$ cat src/design/hq_pkg.sv
// ---------------------------------------------------------------------------
// hq_pkg
// shared types for the quicksort block
// ---------------------------------------------------------------------------
`timescale 1ns / 1ps

package hq_pkg;

   localparam int VALUE_W = 32;

   // element value, signed two's complement
   typedef logic signed [VALUE_W-1:0] value_type;

   // range stack control from the sequencer
   typedef struct packed {
      logic push;
      logic pop;
   } stack_ctl_type;

endpackage

$ cat src/design/hq_channels.sv
// ---------------------------------------------------------------------------
// hq channel interfaces
// valid/ready channels for element requests and sorted results
// ---------------------------------------------------------------------------
`timescale 1ns / 1ps

interface hq_req_if;
   logic              valid;
   logic              ready;
   hq_pkg::value_type elem_value;
   logic              is_last;

   modport source (output valid, output elem_value, output is_last, input ready);
   modport sink   (input valid, input elem_value, input is_last, output ready);
endinterface

interface hq_rsp_if;
   logic              valid;
   logic              ready;
   hq_pkg::value_type sorted_value;
   logic              is_final;
   logic              overflowed;

   modport source (output valid, output sorted_value, output is_final,
                   output overflowed, input ready);
   modport sink   (input valid, input sorted_value, input is_final,
                   input overflowed, output ready);
endinterface

$ cat src/design/hoare_quicksort.sv
// ---------------------------------------------------------------------------
// hoare_quicksort
// collects signed elements until one marked last, sorts them ascending by
// quicksort with first-element pivot and hoare partitioning, then emits them
// ---------------------------------------------------------------------------
//  channel  dir  fields                                   role
//  req_if   in   elem_value, is_last                      element request
//  rsp_if   out  sorted_value, is_final, overflowed       sorted result
//
//  loading: one cycle per request; requests past MAX_ELEMS are dropped
//  sort: each pointer compare reads over the single store port and then
//  compares; a swap adds a write state, and each range passes through pop,
//  pivot fetch and pushes; presorted input is the worst case
//  output: each result is read, loaded, then held over rsp stalls; the block
//  takes no request from the last request until the final result is taken
//  synchronous reset clears the sequencer, element count, overflow flag and stack pointer
// ---------------------------------------------------------------------------
`timescale 1ns / 1ps

module hoare_quicksort #(
   parameter int MAX_ELEMS = 64
) (
   input  logic            clock,
   input  logic            reset,
   hq_req_if.sink          req_if,
   hq_rsp_if.source        rsp_if
);

   localparam int IdxW = $clog2(MAX_ELEMS);
   localparam int CntW = $clog2(MAX_ELEMS + 1);

   // sequencer codes
   localparam logic [3:0] S_IDLE     = 4'd0;
   localparam logic [3:0] S_POP      = 4'd1;
   localparam logic [3:0] S_POP_WAIT = 4'd2;
   localparam logic [3:0] S_PIV_RD   = 4'd3;
   localparam logic [3:0] S_PIV_WAIT = 4'd4;
   localparam logic [3:0] S_RD_I     = 4'd5;
   localparam logic [3:0] S_CMP_I    = 4'd6;
   localparam logic [3:0] S_RD_J     = 4'd7;
   localparam logic [3:0] S_CMP_J    = 4'd8;
   localparam logic [3:0] S_SWAP     = 4'd9;
   localparam logic [3:0] S_SPLIT    = 4'd10;
   localparam logic [3:0] S_PUSH2    = 4'd11;
   localparam logic [3:0] S_OUT_RD   = 4'd12;
   localparam logic [3:0] S_OUT_LD   = 4'd13;
   localparam logic [3:0] S_OUT_WAIT = 4'd14;

   logic [3:0]            state_ff, state_in;
   logic [CntW-1:0]       count_ff, count_in;
   logic                  overflow_ff, overflow_in;
   logic [IdxW-1:0]       lo_ff, lo_in;
   logic [IdxW-1:0]       hi_ff, hi_in;
   logic [IdxW-1:0]       i_ff, i_in;
   logic [IdxW-1:0]       j_ff, j_in;
   logic [IdxW-1:0]       k_ff, k_in;
   logic [IdxW-1:0]       sec_lo_ff, sec_lo_in;
   logic [IdxW-1:0]       sec_hi_ff, sec_hi_in;
   hq_pkg::value_type     pivot_ff, pivot_in;
   hq_pkg::value_type     vi_ff, vi_in;
   hq_pkg::value_type     out_value_ff, out_value_in;
   logic                  out_final_ff, out_final_in;
   logic                  out_ovf_ff, out_ovf_in;

   // element store
   hq_pkg::value_type     store_mem [MAX_ELEMS];
   hq_pkg::value_type     store_rd_ff;
   logic                  store_we_c;
   logic [IdxW-1:0]       store_waddr_c;
   hq_pkg::value_type     store_wdata_c;
   logic [IdxW-1:0]       store_raddr_c;

   // range stack
   hq_pkg::stack_ctl_type stack_ctl_c;
   logic [IdxW-1:0]       push_lo_c, push_hi_c;
   logic [IdxW-1:0]       pop_lo, pop_hi;
   logic                  stack_empty;

   // split point and subrange sizes
   logic [IdxW-1:0]       p_c, p1_c, left_c, right_c, last_idx_c;

   assign p_c        = (j_ff >= hi_ff) ? (hi_ff - IdxW'(1)) : j_ff;
   assign p1_c       = p_c + IdxW'(1);
   assign left_c     = p_c - lo_ff;
   assign right_c    = hi_ff - p1_c;
   assign last_idx_c = IdxW'(count_ff - CntW'(1));

   hq_range_stack #(
      .DEPTH (MAX_ELEMS),
      .IDX_W (IdxW)
   ) u_stack (
      .clock   (clock),
      .reset   (reset),
      .ctl     (stack_ctl_c),
      .push_lo (push_lo_c),
      .push_hi (push_hi_c),
      .pop_lo  (pop_lo),
      .pop_hi  (pop_hi),
      .empty   (stack_empty)
   );

   // channel outputs
   assign req_if.ready        = (state_ff == S_IDLE);
   assign rsp_if.valid        = (state_ff == S_OUT_WAIT);
   assign rsp_if.sorted_value = out_value_ff;
   assign rsp_if.is_final     = out_final_ff;
   assign rsp_if.overflowed   = out_ovf_ff;

   // sequencer: load, partition loop over the shared store port, output
   always_comb begin
      state_in      = state_ff;
      count_in      = count_ff;
      overflow_in   = overflow_ff;
      lo_in         = lo_ff;
      hi_in         = hi_ff;
      i_in          = i_ff;
      j_in          = j_ff;
      k_in          = k_ff;
      sec_lo_in     = sec_lo_ff;
      sec_hi_in     = sec_hi_ff;
      pivot_in      = pivot_ff;
      vi_in         = vi_ff;
      out_value_in  = out_value_ff;
      out_final_in  = out_final_ff;
      out_ovf_in    = out_ovf_ff;
      store_we_c    = 1'b0;
      store_waddr_c = i_ff;
      store_wdata_c = store_rd_ff;
      store_raddr_c = i_ff;
      stack_ctl_c   = '0;
      push_lo_c     = lo_ff;
      push_hi_c     = p_c;

      unique case (state_ff)
         S_IDLE: begin
            if (req_if.valid) begin
               if (count_ff < CntW'(MAX_ELEMS)) begin
                  store_we_c    = 1'b1;
                  store_waddr_c = count_ff[IdxW-1:0];
                  store_wdata_c = req_if.elem_value;
                  count_in      = count_ff + CntW'(1);
               end else begin
                  overflow_in = 1'b1;
               end
               if (req_if.is_last) begin
                  k_in = '0;
                  if (count_in >= CntW'(2)) begin
                     stack_ctl_c.push = 1'b1;
                     push_lo_c        = '0;
                     push_hi_c        = IdxW'(count_in - CntW'(1));
                     state_in         = S_POP;
                  end else begin
                     state_in = S_OUT_RD;
                  end
               end
            end
         end
         S_POP: begin
            if (stack_empty) begin
               k_in     = '0;
               state_in = S_OUT_RD;
            end else begin
               stack_ctl_c.pop = 1'b1;
               state_in        = S_POP_WAIT;
            end
         end
         S_POP_WAIT: begin
            lo_in    = pop_lo;
            hi_in    = pop_hi;
            i_in     = pop_lo;
            j_in     = pop_hi;
            state_in = (pop_lo < pop_hi) ? S_PIV_RD : S_POP;
         end
         S_PIV_RD: begin
            store_raddr_c = lo_ff;
            state_in      = S_PIV_WAIT;
         end
         S_PIV_WAIT: begin
            pivot_in = store_rd_ff;
            state_in = S_RD_I;
         end
         S_RD_I: begin
            store_raddr_c = i_ff;
            state_in      = S_CMP_I;
         end
         S_CMP_I: begin
            if (i_ff < hi_ff && store_rd_ff < pivot_ff) begin
               i_in     = i_ff + IdxW'(1);
               state_in = S_RD_I;
            end else begin
               vi_in    = store_rd_ff;
               state_in = S_RD_J;
            end
         end
         S_RD_J: begin
            store_raddr_c = j_ff;
            state_in      = S_CMP_J;
         end
         S_CMP_J: begin
            if (j_ff > lo_ff && store_rd_ff > pivot_ff) begin
               j_in     = j_ff - IdxW'(1);
               state_in = S_RD_J;
            end else if (i_ff >= j_ff) begin
               state_in = S_SPLIT;
            end else begin
               // first half of the swap: right value goes to the left slot
               store_we_c    = 1'b1;
               store_waddr_c = i_ff;
               store_wdata_c = store_rd_ff;
               state_in      = S_SWAP;
            end
         end
         S_SWAP: begin
            store_we_c    = 1'b1;
            store_waddr_c = j_ff;
            store_wdata_c = vi_ff;
            i_in          = i_ff + IdxW'(1);
            j_in          = j_ff - IdxW'(1);
            state_in      = S_RD_I;
         end
         S_SPLIT: begin
            // larger subrange goes on the stack first
            if (left_c >= right_c) begin
               stack_ctl_c.push = (lo_ff < p_c);
               push_lo_c        = lo_ff;
               push_hi_c        = p_c;
               sec_lo_in        = p1_c;
               sec_hi_in        = hi_ff;
            end else begin
               stack_ctl_c.push = (p1_c < hi_ff);
               push_lo_c        = p1_c;
               push_hi_c        = hi_ff;
               sec_lo_in        = lo_ff;
               sec_hi_in        = p_c;
            end
            state_in = S_PUSH2;
         end
         S_PUSH2: begin
            stack_ctl_c.push = (sec_lo_ff < sec_hi_ff);
            push_lo_c        = sec_lo_ff;
            push_hi_c        = sec_hi_ff;
            state_in         = S_POP;
         end
         S_OUT_RD: begin
            store_raddr_c = k_ff;
            state_in      = S_OUT_LD;
         end
         S_OUT_LD: begin
            out_value_in = store_rd_ff;
            out_final_in = (k_ff == last_idx_c);
            out_ovf_in   = overflow_ff;
            state_in     = S_OUT_WAIT;
         end
         S_OUT_WAIT: begin
            if (rsp_if.ready) begin
               if (out_final_ff) begin
                  count_in    = '0;
                  overflow_in = 1'b0;
                  state_in    = S_IDLE;
               end else begin
                  k_in     = k_ff + IdxW'(1);
                  state_in = S_OUT_RD;
               end
            end
         end
         default: begin
            state_in = S_IDLE;
         end
      endcase
   end

   // control state
   always_ff @(posedge clock) begin
      if (reset) begin
         state_ff    <= S_IDLE;
         count_ff    <= '0;
         overflow_ff <= 1'b0;
      end else begin
         state_ff    <= state_in;
         count_ff    <= count_in;
         overflow_ff <= overflow_in;
      end
   end

   // datapath registers
   always_ff @(posedge clock) begin
      lo_ff        <= lo_in;
      hi_ff        <= hi_in;
      i_ff         <= i_in;
      j_ff         <= j_in;
      k_ff         <= k_in;
      sec_lo_ff    <= sec_lo_in;
      sec_hi_ff    <= sec_hi_in;
      pivot_ff     <= pivot_in;
      vi_ff        <= vi_in;
      out_value_ff <= out_value_in;
      out_final_ff <= out_final_in;
      out_ovf_ff   <= out_ovf_in;
   end

   // element store, one write and one registered read per cycle
   always_ff @(posedge clock) begin
      if (store_we_c) begin
         store_mem[store_waddr_c] <= store_wdata_c;
      end
      store_rd_ff <= store_mem[store_raddr_c];
   end

endmodule

$ cat src/design/hq_range_stack.sv
// ---------------------------------------------------------------------------
// hq_range_stack
// stack of pending index ranges, one push or one pop per cycle,
// popped range available in the cycle after the pop
// ---------------------------------------------------------------------------
`timescale 1ns / 1ps

module hq_range_stack #(
   parameter int DEPTH = 64,
   parameter int IDX_W = 6
) (
   input  logic                  clock,
   input  logic                  reset,
   input  hq_pkg::stack_ctl_type ctl,
   input  logic [IDX_W-1:0]      push_lo,
   input  logic [IDX_W-1:0]      push_hi,
   output logic [IDX_W-1:0]      pop_lo,
   output logic [IDX_W-1:0]      pop_hi,
   output logic                  empty
);

   localparam int SpW   = $clog2(DEPTH + 1);
   localparam int AddrW = $clog2(DEPTH);

   logic [2*IDX_W-1:0] stack_mem [DEPTH];
   logic [2*IDX_W-1:0] rd_ff;
   logic [SpW-1:0]     sp_ff;
   logic [SpW-1:0]     sp_in;
   logic [SpW-1:0]     sp_dec_c;
   logic               full_c;

   assign sp_dec_c = sp_ff - SpW'(1);
   assign full_c   = (sp_ff == SpW'(DEPTH));
   assign empty    = (sp_ff == '0);
   assign pop_lo   = rd_ff[IDX_W-1:0];
   assign pop_hi   = rd_ff[2*IDX_W-1:IDX_W];

   // pointer update, a push onto a full stack is dropped
   always_comb begin
      sp_in = sp_ff;
      if (ctl.push && !full_c) begin
         sp_in = sp_ff + SpW'(1);
      end else if (ctl.pop && !empty) begin
         sp_in = sp_dec_c;
      end
   end

   always_ff @(posedge clock) begin
      if (reset) begin
         sp_ff <= '0;
      end else begin
         sp_ff <= sp_in;
      end
   end

   // range storage, registered read of the top entry
   always_ff @(posedge clock) begin
      if (ctl.push && !full_c) begin
         stack_mem[sp_ff[AddrW-1:0]] <= {push_hi, push_lo};
      end
      rd_ff <= stack_mem[sp_dec_c[AddrW-1:0]];
   end

endmodule

$ cat src/flat_wrapper.sv
// flat-port wrapper written by rule: the top's interface ports become plain ports
module hoare_quicksort_flat 
#(
   parameter int MAX_ELEMS = 64
)
  (clock, reset, req_if_valid, req_if_elem_value, req_if_is_last, req_if_ready, rsp_if_valid, rsp_if_sorted_value, rsp_if_is_final, rsp_if_overflowed, rsp_if_ready);
  hq_req_if req_if_i ();
  hq_rsp_if rsp_if_i ();
  input  logic clock;
  input  logic reset;
  input wire logic [$bits(req_if_i.valid)-1:0] req_if_valid;
  input wire logic [$bits(req_if_i.elem_value)-1:0] req_if_elem_value;
  input wire logic [$bits(req_if_i.is_last)-1:0] req_if_is_last;
  output wire logic [$bits(req_if_i.ready)-1:0] req_if_ready;
  output wire logic [$bits(rsp_if_i.valid)-1:0] rsp_if_valid;
  output wire logic [$bits(rsp_if_i.sorted_value)-1:0] rsp_if_sorted_value;
  output wire logic [$bits(rsp_if_i.is_final)-1:0] rsp_if_is_final;
  output wire logic [$bits(rsp_if_i.overflowed)-1:0] rsp_if_overflowed;
  input wire logic [$bits(rsp_if_i.ready)-1:0] rsp_if_ready;
  assign req_if_i.valid = req_if_valid;
  assign req_if_i.elem_value = req_if_elem_value;
  assign req_if_i.is_last = req_if_is_last;
  assign req_if_ready = req_if_i.ready;
  assign rsp_if_valid = rsp_if_i.valid;
  assign rsp_if_sorted_value = rsp_if_i.sorted_value;
  assign rsp_if_is_final = rsp_if_i.is_final;
  assign rsp_if_overflowed = rsp_if_i.overflowed;
  assign rsp_if_i.ready = rsp_if_ready;
  hoare_quicksort #(.MAX_ELEMS(MAX_ELEMS)) u_core (.clock(clock), .reset(reset), .req_if(req_if_i), .rsp_if(rsp_if_i));
endmodule
$ cat config.mk
export PLATFORM = sky130hd
export DESIGN_NAME = hoare_quicksort_flat
export DESIGN_NICKNAME = d
export VERILOG_FILES = /design/src/design/hq_pkg.sv /design/src/design/hq_channels.sv /design/src/design/hoare_quicksort.sv /design/src/design/hq_range_stack.sv /design/src/flat_wrapper.sv
export SDC_FILE = /design/constraint.sdc
export NUM_CORES = 2
export LEC_CHECK = 0
export ABC_AREA = 1
export BUFFER_PORTS_ARGS = -buffer_cell sky130_fd_sc_hd__buf_4
export CORE_MARGIN = 5
export CORE_UTILIZATION = 60
export DETAILED_ROUTE_END_ITERATION = 10
export PLACE_DENSITY_LB_ADDON = 0.15
export SLEW_MARGIN = 15
export SYNTH_ARGS = -nofsm -noshare
export SYNTH_HDL_FRONTEND = slang
export SYNTH_HIERARCHICAL = 1
export SYNTH_SLANG_ARGS = --single-unit
export TNS_END_PERCENT = 50
$ cat constraint.sdc
create_clock -name clock -period 10.5 [get_ports clock]
set_clock_uncertainty 0.15 [all_clocks]
set_input_delay 1.05 -clock clock [delete_from_list [all_inputs] [get_ports clock]]
set_output_delay 1.05 -clock clock [all_outputs]
set_load 0.02 [all_outputs]
==> run_results.csv <==
group,metric,value,unit
timing,hold_viol,0,
timing,period_share,0.715,
yosys,syn_inst,10900,
layout,utilization,0.663,
setup_path,cp_slowest_stage_delay,990,ps
clocking,cts.sinks,3019,
timing,setup_tns,0,ps
yosys,synth_flop_cell,"edfxtp_1",
layout,nets,11000,
min_path,min_from,"u_core/overflow_ff$_SDFFE_PP0P_",
timing,relSlewSlack,0.165,
die,die_height,468,um
yosys,syn_area,0.126,mm2
die,design.core.area,0.209,mm2
timing,whs,300,ps
detailed_routing,ant_nets,0,
pwr,powerDensity,315,mW/mm2
clocking,clkTransAtPathRegs,50,ps
global_routing,grt_pass1_vias,79400,
timing,worst_pin_slew,1250,ps
clocking,cts_setup_buffers,0,
setup_path,crit_path_end_kind,"flip-flop",
detailed_routing,num_vias,85100,
setup_path,worstPathArrival,7890,ps
yosys,synth-edff-count,2956,
detailed_routing,drt_iter0_drc,12200,
pwr,seqPwrFrac,0.401,
detailed_routing,routedWlPerCell,25.8,um
setup_path,critPathMostFrequentCell,"nand2_1",
clocking,htreeDepth,5,
setup_path,crit_required,10880,ps
global_routing,grt_start_max_net_pins,200,
setup_path,reg2reg_from,"u_core/hi_ff[5]$_DFFE_PP_",
yosys,synth_seq_cells,3019,
clocking,cts_tree,"done",
yosys,ys_async_sr_fraction,0,
min_path,hold_class,"reg -> reg",
timing,finalCriticalPeriod,7510,ps
die,fp.dieArea,0.219,mm2
setup_path,startpoint_type,"flip-flop",
pwr,finalPower,43.8,mW
flow_run,maxCapViolCount,0,
yosys,synthTopCellsByArea,"edfxtp_1 71%, nand2_1 10%, nand3_1 8.4%",
clocking,ctsHoldBuffers,0,
clocking,clockBufferDepth,4,
layout,drive_gt1_frac,0.0778,
yosys,yosys_warnings,6,
clocking,clk_latency,980,ps
detailed_routing,remaining_drc_errors,0,
yosys,synth_nets,11000,
placement,gp_congestion,0.895,
setup_path,cp_slowest_cell,"nor2_1",
pwr,intPower,26.3,mW
yosys,ys_types,59,
pwr,clockPowerShare,0.241,
timing,slew_violations,0,
die,dieWidth,468,um
yosys,synth.avg_cell_area,11.5,um2
global_routing,antenna_found_initial,18,
setup_path,worstSetupStartpoint,"u_core/hi_ff[5]$_DFFE_PP_",
setup_path,critPathMaxFanout,27,
clocking,cts_root_buf,"clkbuf_16",
pwr,switching_share,0.400,
pwr,ir_worst_vdd,0.743,mV
pwr,p_leak,50.7,nW
outcome,outcome,"complete, no violations",
die,initial_core_util,0.602,
die,core.rowCount,168,
pwr,power_frac_comb,0.358,
placement,dpl-instance-area,0.129,mm2
global_routing,grt_usage,0.323,
layout,area_growth,10.3,%
timing,rsz0062_at_grt,"no",
detailed_routing,vias_per_cell,6.12,
detailed_routing,wl,359000,um
placement,dp_hpwl,196000,um
placement,numPortBuffers,72,
timing,fmax,133,MHz
yosys,yosysTopAreaCell,"edfxtp_1",
yosys,synth_top_area_frac,0.705,
setup_path,path_class,"reg -> reg",
global_routing,grt_pass1_wl,520000,um
die,pin_count,73,
layout,fin_area,0.139,mm2
global_routing,grt_overflow,0,
pwr,switchingPower,17.5,mW
yosys,ys_seq_area_frac,0.716,
detailed_routing,first_pass_iters,6,
clocking,numCtsBuffers,320,
clocking,cts_resized,0,
timing,setup_viol,0,
## final timing paths
path / slack, ps / to / depth (start not counted)
worst min-delay path: 300 / u_core/rsp_if.overflowed$_DFFE_PP_ / 0
worst max register to register: 2990 / u_core/u_stack/stack_mem[24][9]$_DFFE_PP_ / 31
worst min register to register: 300 / u_core/rsp_if.overflowed$_DFFE_PP_ / 0
worst max-delay path: 2990 / u_core/u_stack/stack_mem[24][9]$_DFFE_PP_ / 31
## critical path: cells and delay by family (launching register included)
family | cells | cell delay (ps)
flip-flops | 1 | 440
buffers and inverters | 4 | 580
adder cells (fa/ha/maj) | 3 | 880
AO/OA/AOI/OAI | 4 | 1170
AND/OR/NAND/NOR | 20 | 3910
## registers in the layout (all words and copies together), names as in the netlist
name / cells
u_core/count_ff: 7
u_core/hi_ff: 6
u_core/i_ff: 6
u_core/j_ff: 6
u_core/k_ff: 6
u_core/lo_ff: 6
u_core/overflow_ff: 1
u_core/pivot_ff: 32
u_core/rsp_if.is_final: 1
u_core/rsp_if.overflowed: 1
u_core/rsp_if.sorted_value: 32
u_core/sec_hi_ff: 6
u_core/sec_lo_ff: 6
u_core/state_ff: 4
u_core/store_mem: 2048
u_core/store_rd_ff: 32
u_core/u_stack/rd_ff: 12
u_core/u_stack/sp_ff: 7
u_core/u_stack/stack_mem: 768
u_core/vi_ff: 32
## synthesized netlist by cell type, types with 4 or more instances
cell,n
o21ai_2,4
o21ai_1,11
ha_1,88
a21o_1,7
nand3_2,4
nor2_1,449
inv_2,18
a32oi_1,4
a311oi_2,4
nor3_1,13
or2_0,52
clkbuf_1,122
nand4_1,22
buf_2,398
nand2_1,3485
o2111ai_1,4
dfxtp_1,63
nor2_2,7
buf_6,20
o21ai_0,201
inv_1,397
o211ai_1,185
nand2_2,12
buf_1,42
edfxtp_1,2956
nand3_1,2118
nand2_4,4
a22oi_1,4
buf_4,53
nor2_4,6
a21oi_1,60
a31oi_1,5
xor2_1,26
or2_1,4
a211oi_1,6
xnor2_1,9
## metal layers
metal,wire length [um],vias up,global-route usage,share of wire
li1,-,38000,-,-
met1,144000,41500,0.477,0.40
met2,156000,4948,0.469,0.44
met3,45600,630,0.0879,0.13
met4,12400,10,0.110,0.035
met5,68,-,0,0.00019
## stage by stage
step,worst slack (ps),instances
CTS,3100,13900
floorplan,4510,10900
global placement,3120,13300
detailed placement,3110,13300
finish,2990,13900
global route,2500,13900
## layout by cell type, fill, tap and decap left out, drive strengths merged, types with 3 or more instances in the layout
cell type / instances
nand2: 3501
edfxtp: 2956
nand3: 2122
nor2: 462
inv: 421
clkbuf: 420
buf: 265
o21ai: 217
o211ai: 185
clkinv: 115
ha: 88
dfxtp: 63
a21oi: 62
or2: 57
xor2: 27
nand4: 23
nor3: 14
bufinv: 13
xnor2: 9
a21o: 7
diode: 6
a211oi: 6
a311oi: 6
clkinvlp: 5
a31oi: 5
a32oi: 4
o2111ai: 4
a22oi: 4
a221oi: 3
o21bai: 3
o21a: 3
nor4: 3
## final cells by class
| type | instances | area, um2 |
|---|---|---|
| antenna | 6 | 15.0 |
| clock buffer | 420 | 8660 |
| clock inverter | 135 | 1010 |
| fill | 15400 | 70400 |
| inverter | 419 | 1620 |
| multi-input combinational | 6826 | 31800 |
| sequential | 3019 | 90000 |
| tap | 2805 | 3510 |
| timing repair buffer | 265 | 2140 |
## power by group through the flow
stage / Combinational (mW) / Clock, mW / Sequential (mW)
after detailed placement: 15.2 / 0 / 17.8
after global placement: 15.0 / 0 / 17.7
final: 15.7 / 10.5 / 17.5
after CTS: 15.3 / 10.7 / 17.5
after floorplan: 8.47 / 0 / 17.8
after global routing: 16.7 / 11.2 / 17.5
## logic make-up (layout without fill, tap and decap cells)
kind of cell / count (synthesis) / count (layout) / synth area share
and+or+nand+nor: 6184 / 6184 / 0.209
DFF: 3019 / 3019 / 0.716
buffers and inverters: 1054 / 1239 / 0.0382
AOI/OAI and AO/OA: 515 / 515 / 0.0259
adders and majority gates: 90 / 90 / 0.00907
xor gates and xnor gates: 36 / 36 / 0.00257
muxes: 1 / 1 / 0.0000895
other: 0 / 6 / 0
Note: power is estimated with default switching activity, not from simulation.
